### src/hdl/kmds_pkg.sv
// Package for the key matrix debounce scanner: matrix size, widths, reset
// value of the debounce register and the channel word types.
// No dependencies.
`default_nettype none

package kmds_pkg;

    localparam int ROWS      = 8;
    localparam int ROW_IDX_W = (ROWS > 1) ? $clog2(ROWS) : 1;
    localparam int ROW_W     = 3;
    localparam int LVL_W     = 8;
    localparam int COL_W     = 7;
    localparam int STB_W     = 8;
    localparam int CNT_W     = 8;

    localparam logic [CNT_W-1:0] DEBOUNCE_RESET = CNT_W'(5);
    localparam logic [ROW_W-1:0] LAST_ROW       = ROW_W'(ROWS - 1);

    typedef logic [COL_W-1:0] t_cols;
    typedef logic [CNT_W-1:0] t_count;

    typedef struct packed {
        logic [ROW_W-1:0] row_index;
        logic [LVL_W-1:0] channel_levels;
    } t_in_word;

    typedef struct packed {
        logic [COL_W-1:0] packed_cols;
        logic [STB_W-1:0] stable_row;
        logic             committed;
        logic             bouncing;
    } t_out_word;

endpackage

`default_nettype wire

### src/hdl/kmds_in_if.sv
// Channel interface for sampled row words into the scanner.
// Depends on kmds_pkg.
`default_nettype none

interface kmds_in_if;
    logic                valid;
    logic                ready;
    kmds_pkg::t_in_word  payload;

    modport source (output valid, output payload, input ready);
    modport sink   (input valid, input payload, output ready);
endinterface

`default_nettype wire

### src/hdl/kmds_out_if.sv
// Channel interface for result words from the scanner.
// Depends on kmds_pkg.
`default_nettype none

interface kmds_out_if;
    logic                valid;
    logic                ready;
    kmds_pkg::t_out_word payload;

    modport source (output valid, output payload, input ready);
    modport sink   (input valid, input payload, output ready);
endinterface

`default_nettype wire

### src/hdl/kmds_cfg_if.sv
// Write channel for the debounce pass count register.
// Depends on kmds_pkg.
`default_nettype none

interface kmds_cfg_if;
    logic                  valid;
    logic                  ready;
    kmds_pkg::t_count      data;

    modport source (output valid, output data, input ready);
    modport sink   (input valid, input data, output ready);
endinterface

`default_nettype wire

### src/hdl/key_matrix_debounce_scanner.sv
// Key matrix scanner with one shared debounce countdown.
// Path: an accepted word is registered in the input register, and its result word
//   is registered in the result register once the output can take it.
// Throughput: one word per cycle while the output is ready; the input and result registers decouple.
// Reset (synchronous, active low): pending and stable matrices cleared,
//   countdown and debounce register set to 5, both channels empty.
// Depends on kmds_pkg, kmds_in_if, kmds_out_if, kmds_cfg_if.
`default_nettype none

module key_matrix_debounce_scanner (
    input  wire  i_clk,
    input  wire  i_rst_n,
    kmds_in_if.sink    i_in,
    kmds_cfg_if.sink   i_cfg,
    kmds_out_if.source o_out
);
    import kmds_pkg::*;

    logic                r_in_valid;
    t_in_word            r_in;
    logic                r_out_valid;
    t_out_word           r_out;
    t_count              r_debounce;
    t_count              r_count;
    t_cols               r_pending [ROWS];
    t_cols               r_stable  [ROWS];

    t_count              n_count;
    t_cols               n_pending [ROWS];
    t_cols               n_stable  [ROWS];
    t_out_word           n_out;

    logic                advance;
    logic                in_range;
    logic [ROW_IDX_W-1:0] row_sel;
    logic [LVL_W-1:0]    word;
    t_cols               cols;
    t_count              loaded;
    logic                dec;
    logic                commit;

    assign advance     = r_in_valid && (!r_out_valid || o_out.ready);
    assign i_in.ready  = !r_in_valid || advance;
    assign i_cfg.ready = 1'b1;
    assign o_out.valid = r_out_valid;
    assign o_out.payload = r_out;

    always_comb begin
        word = '0;
        for (int j = 0; j < ROWS; j++) begin
            if (j < int'(r_in.row_index)) begin
                word[j] = r_in.channel_levels[j];
            end else if (j > int'(r_in.row_index)) begin
                word[j-1] = r_in.channel_levels[j];
            end
        end
        cols = word[COL_W-1:0];
    end

    assign in_range = int'(r_in.row_index) < ROWS;
    assign row_sel  = r_in.row_index[ROW_IDX_W-1:0];

    always_comb begin
        n_pending = r_pending;
        n_stable  = r_stable;
        n_count   = r_count;
        loaded    = r_count;
        dec       = 1'b0;
        commit    = 1'b0;
        if (in_range) begin
            if (r_pending[row_sel] != cols) begin
                n_pending[row_sel] = cols;
                loaded = r_debounce;
            end
            dec     = (r_in.row_index == LAST_ROW) && (loaded != '0);
            commit  = dec && (loaded == t_count'(1));
            n_count = dec ? loaded - t_count'(1) : loaded;
            if (commit) begin
                n_stable = n_pending;
            end
        end
        n_out.packed_cols = cols;
        n_out.stable_row  = in_range ? STB_W'(n_stable[row_sel]) : '0;
        n_out.committed   = commit;
        n_out.bouncing    = (n_count != '0);
    end

    always_ff @(posedge i_clk) begin
        if (!i_rst_n) begin
            r_in_valid  <= 1'b0;
            r_out_valid <= 1'b0;
            r_debounce  <= DEBOUNCE_RESET;
            r_count     <= DEBOUNCE_RESET;
            for (int k = 0; k < ROWS; k++) begin
                r_pending[k] <= '0;
                r_stable[k]  <= '0;
            end
        end else begin
            if (i_cfg.valid) begin
                r_debounce <= i_cfg.data;
            end
            if (i_in.ready) begin
                r_in_valid <= i_in.valid;
            end
            if (advance) begin
                r_out_valid <= 1'b1;
                r_count     <= n_count;
                r_pending   <= n_pending;
                r_stable    <= n_stable;
            end else if (o_out.ready) begin
                r_out_valid <= 1'b0;
            end
        end
    end

    always_ff @(posedge i_clk) begin
        if (i_in.ready && i_in.valid) begin
            r_in <= i_in.payload;
        end
        if (advance) begin
            r_out <= n_out;
        end
    end

endmodule

`default_nettype wire
### src/flat_wrapper.sv
// flat-port wrapper written by rule: the top's interface ports become plain ports
module key_matrix_debounce_scanner_flat import kmds_pkg::*;
  (i_clk, i_rst_n, i_in_valid, i_in_payload, i_in_ready, i_cfg_valid, i_cfg_data, i_cfg_ready, o_out_valid, o_out_payload, o_out_ready);
  kmds_in_if i_in_i ();
  kmds_cfg_if i_cfg_i ();
  kmds_out_if o_out_i ();
  input  wire i_clk;
  input  wire i_rst_n;
  input wire logic [$bits(i_in_i.valid)-1:0] i_in_valid;
  input wire logic [$bits(i_in_i.payload)-1:0] i_in_payload;
  output wire logic [$bits(i_in_i.ready)-1:0] i_in_ready;
  input wire logic [$bits(i_cfg_i.valid)-1:0] i_cfg_valid;
  input wire logic [$bits(i_cfg_i.data)-1:0] i_cfg_data;
  output wire logic [$bits(i_cfg_i.ready)-1:0] i_cfg_ready;
  output wire logic [$bits(o_out_i.valid)-1:0] o_out_valid;
  output wire logic [$bits(o_out_i.payload)-1:0] o_out_payload;
  input wire logic [$bits(o_out_i.ready)-1:0] o_out_ready;
  assign i_in_i.valid = i_in_valid;
  assign i_in_i.payload = i_in_payload;
  assign i_in_ready = i_in_i.ready;
  assign i_cfg_i.valid = i_cfg_valid;
  assign i_cfg_i.data = i_cfg_data;
  assign i_cfg_ready = i_cfg_i.ready;
  assign o_out_valid = o_out_i.valid;
  assign o_out_payload = o_out_i.payload;
  assign o_out_i.ready = o_out_ready;
  key_matrix_debounce_scanner u_core (.i_clk(i_clk), .i_rst_n(i_rst_n), .i_in(i_in_i), .i_cfg(i_cfg_i), .o_out(o_out_i));
endmodule
### config.mk
export PLATFORM = sky130hd
export DESIGN_NAME = key_matrix_debounce_scanner_flat
export DESIGN_NICKNAME = d
export VERILOG_FILES = /design/src/hdl/kmds_pkg.sv /design/src/hdl/kmds_in_if.sv /design/src/hdl/kmds_out_if.sv /design/src/hdl/kmds_cfg_if.sv /design/src/hdl/key_matrix_debounce_scanner.sv /design/src/flat_wrapper.sv
export SDC_FILE = /design/constraint.sdc
export NUM_CORES = 1
export LEC_CHECK = 0
export CAP_MARGIN = 20
export CORE_MARGIN = 2
export CORE_UTILIZATION = 33
export CTS_BUF_LIST = sky130_fd_sc_hd__clkbuf_16
export DETAILED_ROUTE_END_ITERATION = 16
export DONT_BUFFER_PORTS = 1
export MAX_ROUTING_LAYER = met4
export PLACE_DENSITY_LB_ADDON = 0.3
export SLEW_MARGIN = 20
export SYNTH_ARGS = -nofsm -noshare
export SYNTH_HDL_FRONTEND = slang
export SYNTH_SLANG_ARGS = --single-unit
### constraint.sdc
create_clock -name i_clk -period 5.15 [get_ports i_clk]
set_clock_uncertainty 0.1 [all_clocks]
set_input_delay 0.515 -clock i_clk [delete_from_list [all_inputs] [get_ports i_clk]]
set_output_delay 0.515 -clock i_clk [all_outputs]
set_load 0.05 [all_outputs]
==> results of run 1 <==
cell type report:
class | count | share of cell area (%)
clock inverters | 15 | 2.08
inverters | 15 | 0.616
well taps | 330 | 4.32
flip-flops and latches | 157 | 35.7
diodes | 2 | 0.0524
clock buffers | 17 | 4.45
multi-input cells | 729 | 48.7
repair buffers | 46 | 4.01
flip-flops by register name, summed over array words and instances, names as in the netlist:
signal / cells
u_core.o_out.payload: 16
u_core.o_out.valid: 1
u_core.r_count: 8
u_core.r_debounce: 8
u_core.r_in: 8
u_core.r_in_valid: 1
u_core.r_pending: 56
u_core.r_stable: 56
u_core.row_sel: 3
how the worst min path moves through the flow:
stage / end / cells after the start / slack, ns
2_1_floorplan: u_core.r_stable[37] / 2 / 0.33
3_3_place_gp: u_core.r_stable[54] / 2 / 0.34
3_5_place_dp: u_core.r_stable[42] / 2 / 0.34
4_1_cts: u_core.r_debounce[0] / 1 / 0.03
5_1_grt: u_core.r_debounce[2] / 1 / 0.04
6_report: u_core.r_debounce[0] / 1 / 0.05
synth_stat cells (9+ instances only):
library cell,n
sky130_fd_sc_hd__a211oi_1,57
sky130_fd_sc_hd__a21oi_1,86
sky130_fd_sc_hd__buf_2,29
sky130_fd_sc_hd__buf_4,9
sky130_fd_sc_hd__clkbuf_1,40
sky130_fd_sc_hd__dfxtp_1,130
sky130_fd_sc_hd__edfxtp_1,27
sky130_fd_sc_hd__inv_1,13
sky130_fd_sc_hd__mux2_2,24
sky130_fd_sc_hd__mux2i_1,70
sky130_fd_sc_hd__nand2_1,142
sky130_fd_sc_hd__nand3_1,30
sky130_fd_sc_hd__nor2_1,92
sky130_fd_sc_hd__nor3_1,19
sky130_fd_sc_hd__o211ai_1,15
sky130_fd_sc_hd__o21ai_0,34
sky130_fd_sc_hd__o22ai_1,13
sky130_fd_sc_hd__or3_1,10
metrics by stage:
step	hold WS [ns]	instance area, um2
global placement	0.338	8880
floorplan	0.329	8500
finish	0.0456	9550
detailed placement	0.344	8880
CTS	0.0315	9510
global route	0.0372	9550
where the power goes:
part           switching, mW  internal (mW)
logic                  0.208         0.0999
clock network          0.539          0.811
registers             0.0489           1.28
total                  0.796           2.19
worst register-to-register path, cell delays in order (launching register included):
cell and delay (ns):
sky130_fd_sc_hd__edfxtp_1 0.51, sky130_fd_sc_hd__buf_4 0.23, sky130_fd_sc_hd__or3_1 0.40, sky130_fd_sc_hd__mux2i_2 0.30
sky130_fd_sc_hd__xnor2_1 0.18, sky130_fd_sc_hd__nand4_1 0.24, sky130_fd_sc_hd__nor2_4 0.25, sky130_fd_sc_hd__mux2i_2 0.34
sky130_fd_sc_hd__ha_1 0.20, sky130_fd_sc_hd__nor3b_2 0.26, sky130_fd_sc_hd__and2_1 0.22, sky130_fd_sc_hd__nand3_2 0.16
sky130_fd_sc_hd__nand2_8 0.29, sky130_fd_sc_hd__mux2i_1 0.28, sky130_fd_sc_hd__o22ai_1 0.13, sky130_fd_sc_hd__or4_1 0.54
what timing repair did:
item                                    4_1_cts  5_1_grt
endpoints found under the setup margin        0       43
resized for setup                             0        8
hold endpoints to repair                      0        0
setup buffers                                 0        0
cell families (layout without fill, tap and decap cells):
| kind of cell | Yosys count | in the layout | share of synthesized area, % |
|---|---|---|---|
| simple gates | 346 | 346 | 18.5 |
| compound gates | 264 | 264 | 20.4 |
| flops | 157 | 157 | 40.2 |
| mux | 104 | 104 | 13.5 |
| buf+inv | 100 | 93 | 5.68 |
| xor+xnor | 10 | 10 | 1.12 |
| fa+ha+maj | 3 | 3 | 0.442 |
| other cells | 2 | 4 | 0.0884 |
routing by layer:
metal / GRT usage, % / vias to the layer above / share of wire [%]
li1: - / 3529 / -
met1: 29.6 / 3585 / 46
met2: 32.5 / 330 / 44
met3: 4.14 / 49 / 7.5
met4: 7.59 / 0 / 2.5
met5: - / - / 0
==> impl_results.rst, run 1 <==
.. list-table::
   :header-rows: 1

   * - Metric
     - Value
   * - Placed cells
     - 1277
   * - Count of state elements after synthesis
     - 157
   * - Class of the tightest hold or removal check
     - input pin to register
   * - Min setup slack post-route
     - 0.239 ns
   * - Library cells used by synthesis
     - 79
   * - Finished Core Util
     - 37.8%
   * - Crit-path max cell delay
     - 0.54 ns
   * - Number of maximum-capacitance constraint violations
     - 0
   * - Vias in the first global route
     - 6980
   * - Post-synthesis async set-or-reset flop share
     - 0%
   * - Kind of end point of the critical path
     - register
   * - Clock Sink Count
     - 157
   * - DIE HEIGHT
     - 164 um
   * - Number of logic stages on the critical path including buffering
     - 15
   * - Final clock period utilization by the worst path
     - 95.4%
   * - Std cell rows
     - 58
   * - Sequential area share after synthesis
     - 40.2%
   * - Storage cell area
     - 3410 um2
   * - Starting density of the core
     - 33.7%
   * - Vias per cell
     - 5.72
   * - Clk buf depth
     - 2
   * - Synthesized area per cell
     - 8.62 um2
   * - Final wirelength
     - 28200 um
   * - Portion of synthesized cell area occupied by the leading cell type
     - 30.6%
   * - Routed length per placed instance
     - 21.5 um
   * - Die Outline Area
     - 27100 um2
   * - DRT Pass-1 Iters
     - 8
   * - Worst reg2reg setup slack
     - 0.24 ns
   * - Critical Path Sink
     - u_core.o_out.payload[2]
   * - Total global routing track utilization
     - 21.8%
   * - Via count of the routed design
     - 7493
   * - Post-synth design cell area
     - 8500 um2
   * - Standard cell core area
     - 25300 um2
   * - Worst max-slew margin expressed relative to the limit
     - 31.9%
   * - Startpoint of the worst setup timing path
     - u_core.row_sel[1]
   * - Worst-skew pair later-pin latency
     - 0.44 ns
   * - Total negative slack for setup checks
     - 0 ns
   * - Start point of the worst min-delay path
     - i_rst_n
   * - Filler Cell Count
     - 2577
   * - Outcome
     - completed
   * - Pwr/cell area
     - 312 nW/um2
   * - Number of primary I/O pins
     - 44
   * - Most common library cell in the layout ignoring fill and taps
     - sky130_fd_sc_hd__nand2_1
   * - Top achievable clock speed
     - 204 MHz
   * - Fraction of final layout cells with drive strength greater than 1
     - 14.2%
   * - Leak Pwr
     - 3.07 nW
   * - Count of port buffers added during placement
     - 0
   * - Primary FF master, synth
     - sky130_fd_sc_hd__dfxtp_1
   * - Highest fanout seen on the critical path
     - 23
   * - Commonest cells after routing, fill and taps aside
     - 141 x sky130_fd_sc_hd__nand2_1, 130 x sky130_fd_sc_hd__dfxtp_1, 88 x sky130_fd_sc_hd__nor2_1
   * - Most numerous cell on the critical path
     - sky130_fd_sc_hd__mux2i_2
   * - Layout overhead on the synthesized area
     - 12.4%
   * - Final Critical Period
     - 4.91 ns
   * - Ordered list of cells on the worst path
     - buf_4 -> or3_1 -> mux2i_2 -> xnor2_1 -> nand4_1 -> nor2_4 -> mux2i_2 -> ha_1 -> nor3b_2 -> and2_1 -> nand3_2 -> nand2_8 -> mux2i_1 -> o22ai_1 -> or4_1
   * - Hold Vio Cnt, Final
     - 0
   * - HPWL Detailed
     - 19800 um
   * - CTS clk-pin slew, worst paths
     - 0.07 ns
   * - Mapped Cells
     - 986
   * - Required arrival time at the worst endpoint
     - 5.21 ns
   * - Net Count, Synth
     - 1013
   * - Arrival time of data at the critical path endpoint
     - 4.97 ns
   * - Count of hold buffers inserted by post-cts repair
     - 0
   * - Worst path buffer plus inverter count
     - 1
   * - DP Worst Slack
     - 0.0625 ns
   * - Width of the die
     - 164 um
   * - Leading cell types by total area after synthesis
     - sky130_fd_sc_hd__dfxtp_1 31%, sky130_fd_sc_hd__edfxtp_1 9.5%, sky130_fd_sc_hd__mux2i_1 8.2%
   * - Post-route insts no fill
     - 1311
   * - Number of antenna violations at the first check in global routing
     - 2
   * - Worst IR drop on VDD
     - 0.159 mV
   * - Multi-input logic area
     - 4650 um2
   * - Initial DRC count
     - 754
   * - Global-route congestion overflow total
     - 0
   * - Slew @ Worst Pin
     - 1.02 ns
   * - Number of H-tree levels
     - 4
   * - Post-layout total power
     - 2.98 mW
   * - Crit start category
     - register
   * - Wire length of the first global-routing pass
     - 43200 um
   * - Maximum number of pins on one net before global-route repair
     - 78
   * - CTS Root Buffer Type
     - sky130_fd_sc_hd__clkbuf_16
   * - Largest area contributor in the netlist
     - sky130_fd_sc_hd__dfxtp_1
   * - Final-report setup violation count
     - 0
   * - Worst reg2reg path endpoint
     - u_core.o_out.payload[2]
   * - Final weighted congestion of routability-driven global placement
     - 0.947
   * - Clock tree from TritonCTS
     - yes
   * - Clock buffer count from CTS
     - 17
   * - Number of pins with negative max-slew slack in the final report
     - 0
   * - Number of antenna-violating nets in the routed design
     - 0
   * - Yosys warning count
     - 0
   * - # DRC
     - 0
   * - Critical-path cell with the highest stage delay
     - sky130_fd_sc_hd__or4_1
   * - Origin of the critical flop-to-flop path
     - u_core.row_sel[1]
   * - Worst Path Class, Setup
     - register to register
   * - Register-to-Register Path Depth
     - 15
   * - Nets
     - 993
   * - CP top delay family
     - simple AND/OR/NAND/NOR gates
   * - Number of synthesized flops with an enable pin
     - 27
(Power assumes the default switching activity.)
==> run 2, diff against run 1 <==
Settings changed: ABC_AREA set to 1, CTS_BUF_LIST sky130_fd_sc_hd__clkbuf_16 to sky130_fd_sc_hd__clkbuf_8.
==> run 2 against run 1 <==
Net effect: register-to-register slack better by 0.21 ns; synthesized cell count is 42% higher; maximum frequency is 4.5% higher; flip-flop and latch count stayed put; setup slack better by 0.21 ns; largest power group is now registers.
==> impl_results.rst, run 2 <==
.. list-table::
   :header-rows: 1

   * - Metric
     - Value
   * - Net Count, Synth
     - 1427 (+41%)
   * - Final clock period utilization by the worst path
     - 91.2% (-4.1 points)
   * - Arrival time of data at the critical path endpoint
     - 4.82 ns (-0.15 ns)
   * - Number of synthesized flops with an enable pin
     - 27 (unchanged)
   * - Global-route congestion overflow total
     - 0 (unchanged)
   * - Clock power frac
     - 34.1% (-11 points)
   * - Power spent charging and discharging nets
     - 0.931 mW (+17%)
   * - Worst Path Class, Setup
     - register to register
   * - Kind of end point of the critical path
     - register
   * - Final Critical Period
     - 4.70 ns (-0.213 ns)
   * - Worst IR drop on VDD
     - 0.127 mV (-20%)
   * - Commonest cells in the netlist
     - 365 x sky130_fd_sc_hd__nand2_1, 269 x sky130_fd_sc_hd__inv_1, 130 x sky130_fd_sc_hd__dfxtp_1
   * - Post-synth design cell area
     - 9120 um2 (+7.3%)
   * - Highest fanout seen on the critical path
     - 34 (+48%)
   * - Power share of the sequential group
     - 48.9% (+4.5 points)
   * - Clock Sink Count
     - 157 (unchanged)
   * - Yosys warning count
     - 0 (unchanged)
   * - Class of the tightest hold or removal check
     - input pin to register
   * - Most common library cell in the layout ignoring fill and taps
     - sky130_fd_sc_hd__nand2_1
   * - Post-layout total power
     - 2.87 mW (-3.8%)
   * - Final wirelength
     - 25100 um (-11%)
   * - Number of inserted diodes
     - 0 (-2)
   * - Finished Core Util
     - 36.6% (-1.2 points)
   * - Std cell rows
     - 60 (+3.4%)
   * - Count of state elements after synthesis
     - 157 (unchanged)
   * - Primary FF master, synth
     - sky130_fd_sc_hd__dfxtp_1
   * - Via count of the routed design
     - 8243 (+10%)
   * - Final-report setup violation count
     - 0 (unchanged)
   * - Post-synthesis async set-or-reset flop share
     - 0% (unchanged)
   * - DRT Pass-1 Iters
     - 5 (-3)
   * - DIE HEIGHT
     - 170 um (+3.5%)
   * - Number of H-tree levels
     - 4 (unchanged)
   * - Leading cell types by total area after synthesis
     - sky130_fd_sc_hd__dfxtp_1 29%, sky130_fd_sc_hd__nand2_1 15%, sky130_fd_sc_hd__inv_1 11%
   * - # DRC
     - 0 (unchanged)
   * - Placed cells
     - 1685 (+32%)
   * - Slew @ Worst Pin
     - 1.01 ns (-0.00904 ns)
   * - Total negative slack for setup checks
     - 0 ns (unchanged)
   * - Filler Cell Count
     - 2950 (+14%)
   * - Maximum number of pins on one net before global-route repair
     - 79 (+1.3%)
   * - Final Cell Area
     - 9890 um2 (+3.6%)
   * - Leak Pwr
     - 4.98 nW (+62%)
   * - Most numerous cell on the critical path
     - sky130_fd_sc_hd__nand2_1
   * - Fraction of final layout cells with drive strength greater than 1
     - 6.72% (-7.5 points)
   * - Final weighted congestion of routability-driven global placement
     - 0.856 (-9.6%)
   * - Unrepaired setup endpoints after global routing
     - no
   * - Number of maximum-capacitance constraint violations
     - 0 (unchanged)
   * - Wire length of the first global-routing pass
     - 40800 um (-5.5%)
   * - Largest area contributor in the netlist
     - sky130_fd_sc_hd__dfxtp_1
   * - Required arrival time at the worst endpoint
     - 5.27 ns (+0.06 ns)
   * - Fraction of power consumed by combinational cells
     - 17.0% (+6.7 points)
   * - Top achievable clock speed
     - 213 MHz (+4.5%)
   * - DP Worst Slack
     - 0.344 ns (+0.282 ns)
   * - Area post-placement
     - 9390 um2 (+5.7%)
   * - Number of antenna-violating nets in the routed design
     - 0 (unchanged)
   * - Library cells used by synthesis
     - 39 (-51%)
   * - Number of antenna violations at the first check in global routing
     - 0 (-2)
   * - Portion of synthesized cell area occupied by the leading cell type
     - 28.5% (-2.1 points)
   * - Mapped Cells
     - 1400 (+42%)
   * - Clock tree from TritonCTS
     - yes
   * - Multi-input logic area
     - 4300 um2 (-7.6%)
   * - Pwr/cell area
     - 290 nW/um2 (-7.2%)
   * - Count leader, synth
     - sky130_fd_sc_hd__nand2_1
   * - Nets
     - 1398 (+41%)
   * - HPWL Detailed
     - 17500 um (-11%)
   * - Sw frac
     - 32.5% (+5.8 points)
   * - Critical-path cell with the highest stage delay
     - sky130_fd_sc_hd__edfxtp_1
   * - Count of port buffers added during placement
     - 0 (unchanged)
   * - Number of primary I/O pins
     - 44 (unchanged)
   * - Worst max-slew margin expressed relative to the limit
     - 32.7% (+0.72 points)
   * - CTS clk-pin slew, worst paths
     - 0.10 ns (+0.03 ns)
   * - Crit-path max cell delay
     - 0.62 ns (+0.08 ns)
   * - Width of the die
     - 170 um (+3.5%)
   * - Vias per cell
     - 4.78 (-16%)
   * - Layout overhead on the synthesized area
     - 8.48%
   * - Routed length per placed instance
     - 14.6 um (-32%)
   * - Crit start category
     - register
   * - Min setup slack post-route
     - 0.452 ns (+0.213 ns)
   * - Commonest cells after routing, fill and taps aside
     - 364 x sky130_fd_sc_hd__nand2_1, 267 x sky130_fd_sc_hd__inv_1, 130 x sky130_fd_sc_hd__dfxtp_1
   * - Clk buf depth
     - 2 (unchanged)
   * - Internal power summed over all cells
     - 1.94 mW (-11%)
   * - Ordered list of cells on the worst path
     - inv_2 -> nor2_4 -> buf_12 -> buf_4 -> a21oi_1 -> o21ai_0 -> nand2_1 -> nand2_1 -> nand2_1 -> nand2_1 -> nor2_8 -> nand2_2 -> o21ai_1 -> ha_1 -> inv_1 -> nor2_2 -> nand4_4 -> buf_4 -> or2_1 -> nand3_1 -> nand2_1 -> nor2_1 -> nand3_1
   * - Worst hold slack
     - 0.0331 ns (-0.0125 ns)
   * - Hold Vio Cnt, Final
     - 0 (unchanged)
   * - Worst-skew pair later-pin latency
     - 0.47 ns (+0.03 ns)
   * - Synthesized area per cell
     - 6.51 um2 (-24%)
   * - Total global routing track utilization
     - 18.6% (-3.2 points)
   * - Number of pins with negative max-slew slack in the final report
     - 0 (unchanged)
   * - Die Outline Area
     - 29000 um2 (+7.1%)
   * - CTS Root Buffer Type
     - sky130_fd_sc_hd__clkbuf_8
   * - Sequential area share after synthesis
     - 37.4% (-2.7 points)
   * - Standard cell core area
     - 27000 um2 (+7.0%)
   * - Starting density of the core
     - 33.7% (+0.095 points)
   * - Initial DRC count
     - 591 (-22%)
   * - Post-route insts no fill
     - 1725 (+32%)
   * - Vias in the first global route
     - 7638 (+9.4%)
   * - Outcome
     - completed
   * - Storage cell area
     - 3410 um2 (unchanged)
   * - Clock buffer count from CTS
     - 17 (unchanged)
==> run 2: changes by cell type in the layout (fill, tap and decap cells not counted), sizes merged, moves of 25 or more <==
cell,change
o211ai,+51
nand3,+71
a211oi,-54
inv,+264
mux2,-25
o21ai,+104
nand2,+226
mux2i,-74
nor2,-33
==> run 2: cell type report <==
class                   instances  area share [%]
flip-flops and latches        157            34.5
repair buffers                 32            2.81
well taps                     341            4.31
clock inverters                15            1.86
clock buffers                  17            2.36
multi-input cells             883            43.5
inverters                     280            10.7
==> run 2: path summary, 6_finish.rpt <==
kind	startpoint	end	slack [ns]	cells after the start
setup / recovery	u_core.row_sel[1]	u_core.o_out.payload[8]	0.45	23
hold / removal	i_cfg_valid	u_core.r_debounce[0]	0.03	1
setup reg to reg	u_core.row_sel[1]	u_core.o_out.payload[8]	0.45	23
hold reg to reg	u_core.r_debounce[0]	u_core.r_debounce[0]	0.38	2
==> run 2: cell families (layout without fill, tap and decap cells) <==
kind of cell	after synthesis	after routing	synth area share, %
AO/OA/AOI/OAI	319	319	20.3
AND/OR/NAND/NOR	556	556	26.0
buffers and inverters	360	344	15.5
flip-flops	157	157	37.4
adder cells (fa/ha/maj)	3	3	0.412
XOR/XNOR	3	3	0.288
other	2	2	0.0823
==> run 2: what timing repair did <==
item	in CTS	in global routing
hold buffers	1	4
endpoints found under the setup margin	0	4
buffers inserted	0	3
gates resized for setup	0	1
hold endpoints to repair	1	4
==> run 2: layer usage <==
metal,track usage (%),vias up,part of all wire [%]
li1,-,4376,-
met1,22.6,3656,45
met2,30.8,169,48
met3,3.58,42,4.5
met4,6.47,0,2.7
met5,-,-,0
==> run 2: worst max-delay path, delay by kind of cell, from the launching register on <==
family | cells | cell delay (ns)
AND/OR/NAND/NOR | 14 | 1.85
buffers and inverters | 5 | 1.03
flip-flops | 1 | 0.62
AO/OA/AOI/OAI | 3 | 0.60
adder cells (fa/ha/maj) | 1 | 0.23
==> run 2: power groups by stage <==
| stage | registers, mW | logic [mW] | clock network (mW) |
|---|---|---|---|
| floorplan | 1.41 | 0.377 | 0 |
| global placement | 1.43 | 0.475 | 0 |
| detailed placement | 1.43 | 0.480 | 0 |
| CTS | 1.40 | 0.482 | 1.01 |
| global route | 1.41 | 0.560 | 1.05 |
| finish | 1.40 | 0.487 | 0.979 |
==> run 3, diff against run 2 <==
Settings changed: ABC_AREA 1 to 0.
==> run 3 against run 2 <==
Net effect: via count shrank 10%; count of clock-buffer cells in the layout rose by 1; first-iteration DRC count increased by 43%; register-to-register slack lost 0.19 ns; die area decreased by 6.7%; global-route usage rose by 3.0 points; critical path depth down 8; setup slack worse by 0.19 ns; critical path type unchanged.
==> impl_results.rst, run 3 (synthesis gave the netlist of run 1 again) <==
.. list-table::
   :header-rows: 1

   * - Metric
     - Value
   * - Vias per cell
     - 5.64 (+18%)
   * - CP top delay family
     - simple AND/OR/NAND/NOR gates
   * - Sw frac
     - 28.3% (-4.2 points)
   * - Clock buffer count from CTS
     - 17 (unchanged)
   * - Maximum number of pins on one net before global-route repair
     - 78 (-1.3%)
   * - DRT Pass-1 Iters
     - 5 (unchanged)
   * - Clock Sink Count
     - 157 (unchanged)
   * - Worst max-slew margin expressed relative to the limit
     - 31.4% (-1.2 points)
   * - Number of maximum-capacitance constraint violations
     - 0 (unchanged)
   * - Filler Cell Count
     - 2585 (-12%)
   * - Required arrival time at the worst endpoint
     - 5.25 ns (-0.02 ns)
   * - Layout overhead on the synthesized area
     - 10.4%
   * - Worst Path Class, Setup
     - register to register
   * - Number of pins with negative max-slew slack in the final report
     - 0 (unchanged)
   * - Hold Crit Depth
     - 0 (-1)
   * - Origin of the critical flop-to-flop path
     - u_core.row_sel[1]
   * - Initial DRC count
     - 843 (+43%)
   * - Final weighted congestion of routability-driven global placement
     - 0.947 (+11%)
   * - Global-route congestion overflow total
     - 0 (unchanged)
   * - Die Outline Area
     - 27100 um2 (-6.7%)
   * - Worst IR drop on VDD
     - 0.127 mV (+0.18%)
   * - Vias in the first global route
     - 6960 (-8.9%)
   * - Post-layout total power
     - 2.67 mW (-6.8%)
   * - Crit-path max cell delay
     - 0.53 ns (-0.09 ns)
   * - Kind of end point of the critical path
     - register
   * - Most common library cell in the layout ignoring fill and taps
     - sky130_fd_sc_hd__nand2_1
   * - Final clock period utilization by the worst path
     - 94.8% (+3.6 points)
   * - Class of the tightest hold or removal check
     - input pin to register
   * - Area post-placement
     - 8880 um2 (-5.4%)
   * - Worst reg2reg setup slack
     - 0.27 ns (-0.19 ns)
   * - Worst path buffer plus inverter count
     - 1 (-4)
   * - Final wirelength
     - 28000 um (+12%)
   * - Width of the die
     - 164 um (-3.4%)
   * - Postcts setup bufs
     - 0 (unchanged)
   * - Final-report setup violation count
     - 0 (unchanged)
   * - Via count of the routed design
     - 7403 (-10%)
   * - Wire length of the first global-routing pass
     - 42800 um (+4.9%)
   * - Internal power summed over all cells
     - 1.92 mW (-1.0%)
   * - Hold endpoint
     - u_core.row_sel[2]
   * - Fraction of final layout cells with drive strength greater than 1
     - 14.3% (+7.6 points)
   * - DP Worst Slack
     - 0.0625 ns (-0.282 ns)
   * - Number of primary I/O pins
     - 44 (unchanged)
   * - Worst hold slack
     - 0.0412 ns (+0.00813 ns)
   * - Power spent charging and discharging nets
     - 0.756 mW (-19%)
   * - Critical-path cell with the highest stage delay
     - sky130_fd_sc_hd__or4_1
   * - # DRC
     - 0 (unchanged)
   * - Slew @ Worst Pin
     - 1.02 ns (+0.0165 ns)
   * - Number of antenna-violating nets in the routed design
     - 0 (unchanged)
   * - Final Critical Period
     - 4.88 ns (+0.185 ns)
   * - Total global routing track utilization
     - 21.6% (+3.0 points)
   * - Crit start category
     - register
   * - Outcome
     - completed
   * - Routed length per placed instance
     - 21.4 um (+47%)
   * - Nets
     - 994 (-29%)
   * - Ordered list of cells on the worst path
     - buf_4 -> or3_1 -> mux2i_2 -> xnor2_1 -> nand4_1 -> nor2_4 -> mux2i_2 -> ha_1 -> nor3b_2 -> and2_1 -> nand3_2 -> nand2_8 -> mux2i_1 -> o22ai_1 -> or4_1
   * - Highest fanout seen on the critical path
     - 23 (-32%)
   * - Number of antenna violations at the first check in global routing
     - 2 (+2)
   * - HPWL Detailed
     - 19800 um (+13%)
   * - DIE HEIGHT
     - 164 um (-3.4%)
   * - Hold Vio Cnt, Final
     - 0 (unchanged)
   * - Fraction of power consumed by combinational cells
     - 11.5% (-5.5 points)
   * - Count of port buffers added during placement
     - 0 (unchanged)
   * - Power share of the sequential group
     - 49.5% (+0.6 points)
   * - Clock power frac
     - 39.0% (+4.9 points)
   * - Starting density of the core
     - 33.7% (-0.095 points)
   * - Worst-skew pair later-pin latency
     - 0.46 ns (about the same)
   * - Leak Pwr
     - 2.99 nW (-40%)
   * - Standard cell core area
     - 25300 um2 (-6.6%)
   * - Most numerous cell on the critical path
     - sky130_fd_sc_hd__mux2i_2
   * - Finished Core Util
     - 37.1% (+0.53 points)
   * - Register-to-Register Path Depth
     - 15 (-35%)
   * - Clock tree from TritonCTS
     - yes
   * - Clk buf depth
     - 2 (unchanged)
   * - Final Cell Area
     - 9380 um2 (-5.2%)
   * - Commonest cells after routing, fill and taps aside
     - 141 x sky130_fd_sc_hd__nand2_1, 130 x sky130_fd_sc_hd__dfxtp_1, 88 x sky130_fd_sc_hd__nor2_1
   * - CTS Root Buffer Type
     - sky130_fd_sc_hd__clkbuf_8
   * - CTS clk-pin slew, worst paths
     - 0.09 ns (about the same)
   * - Start point of the worst min-delay path
     - i_in_payload[10]
   * - Top achievable clock speed
     - 205 MHz (-3.8%)
   * - Number of H-tree levels
     - 4 (unchanged)
   * - Arrival time of data at the critical path endpoint
     - 4.98 ns (+0.16 ns)
   * - Min setup slack post-route
     - 0.266 ns (-0.185 ns)
   * - Std cell rows
     - 58 (-3.3%)
   * - Pwr/cell area
     - 285 nW/um2 (-1.7%)
   * - Worst reg2reg path endpoint
     - u_core.o_out.payload[2]
[run 3: changes by cell type in the layout (fill, tap and decap cells not counted), moves of 20 or more]
cell,before,now
sky130_fd_sc_hd__nand2_1,364,141
sky130_fd_sc_hd__mux2i_1,0,68
sky130_fd_sc_hd__o21ai_1,24,4
sky130_fd_sc_hd__nor2_1,54,88
sky130_fd_sc_hd__a211oi_1,3,57
sky130_fd_sc_hd__o211ai_1,66,15
sky130_fd_sc_hd__inv_1,267,15
sky130_fd_sc_hd__nand3_1,102,30
sky130_fd_sc_hd__mux2_2,0,24
sky130_fd_sc_hd__o21ai_0,117,34
[run 3: worst max path at each step]
stage | from | to | slack (ns) | cells past startpoint
6_report | u_core.row_sel[1] | u_core.o_out.payload[2] | 0.27 | 15
3_5_place_dp | u_core.row_sel[1] | u_core.o_out.payload[2] | 0.06 | 15
4_1_cts | u_core.row_sel[1] | u_core.o_out.payload[2] | 0.05 | 15
3_3_place_gp | u_core.row_sel[1] | u_core.o_out.payload[2] | 0.15 | 15
2_1_floorplan | u_core.row_sel[1] | u_core.o_out.payload[7] | 0.40 | 20
5_1_grt | u_core.row_sel[1] | u_core.o_out.payload[6] | -0.04 | 15
[run 3: area by class of cell]
class / instances / area, um2 / area share, %
Sequential cell: 157 / 3410 / 36.4
Timing Repair Buffer: 47 / 393 / 4.19
Multi-Input combinational cell: 729 / 4650 / 49.6
Clock buffer: 18 / 248 / 2.64
Antenna cell: 2 / 5.00 / 0.0534
Inverter: 15 / 58.8 / 0.627
Clock inverter: 14 / 195 / 2.08
Tap cell: 330 / 413 / 4.40
[run 3: metal layers]
| layer | GRT usage, % | vias up | part of all wire, % |
|---|---|---|---|
| met5 | - | - | 0 |
| met4 | 7.51 | 0 | 2.3 |
| met3 | 3.74 | 41 | 6.8 |
| met2 | 32.2 | 322 | 45 |
| met1 | 29.6 | 3524 | 46 |
| li1 | - | 3516 | - |
[run 3: stage by stage]
step	TNS (ns)	std cells
floorplan	0	986
global placement	0	1277
detailed placement	0	1277
CTS	0	1310
global route	-0.0353	1312
finish	0	1312
[run 3: what timing repair did]
action	in CTS	in global routing
endpoints found under the setup margin	0	43
endpoints found under the hold margin	2	0
hold buffers	1	0
resized for setup	0	8
[run 3: worst reg2reg max path, stage by stage, from the launching register on]
cell	delay, ns
sky130_fd_sc_hd__edfxtp_1	0.51
sky130_fd_sc_hd__buf_4	0.23
sky130_fd_sc_hd__or3_1	0.40
sky130_fd_sc_hd__mux2i_2	0.29
sky130_fd_sc_hd__xnor2_1	0.18
sky130_fd_sc_hd__nand4_1	0.25
sky130_fd_sc_hd__nor2_4	0.26
sky130_fd_sc_hd__mux2i_2	0.34
sky130_fd_sc_hd__ha_1	0.20
sky130_fd_sc_hd__nor3b_2	0.25
sky130_fd_sc_hd__and2_1	0.20
sky130_fd_sc_hd__nand3_2	0.15
sky130_fd_sc_hd__nand2_8	0.29
sky130_fd_sc_hd__mux2i_1	0.29
sky130_fd_sc_hd__o22ai_1	0.14
sky130_fd_sc_hd__or4_1	0.53
[run 3: power groups by stage]
stage,Sequential [mW],Combinational [mW],Clock (mW)
finish,1.32,0.308,1.04
global route,1.33,0.327,1.11
CTS,1.32,0.298,1.06
detailed placement,1.35,0.297,0
global placement,1.35,0.297,0
floorplan,1.34,0.211,0
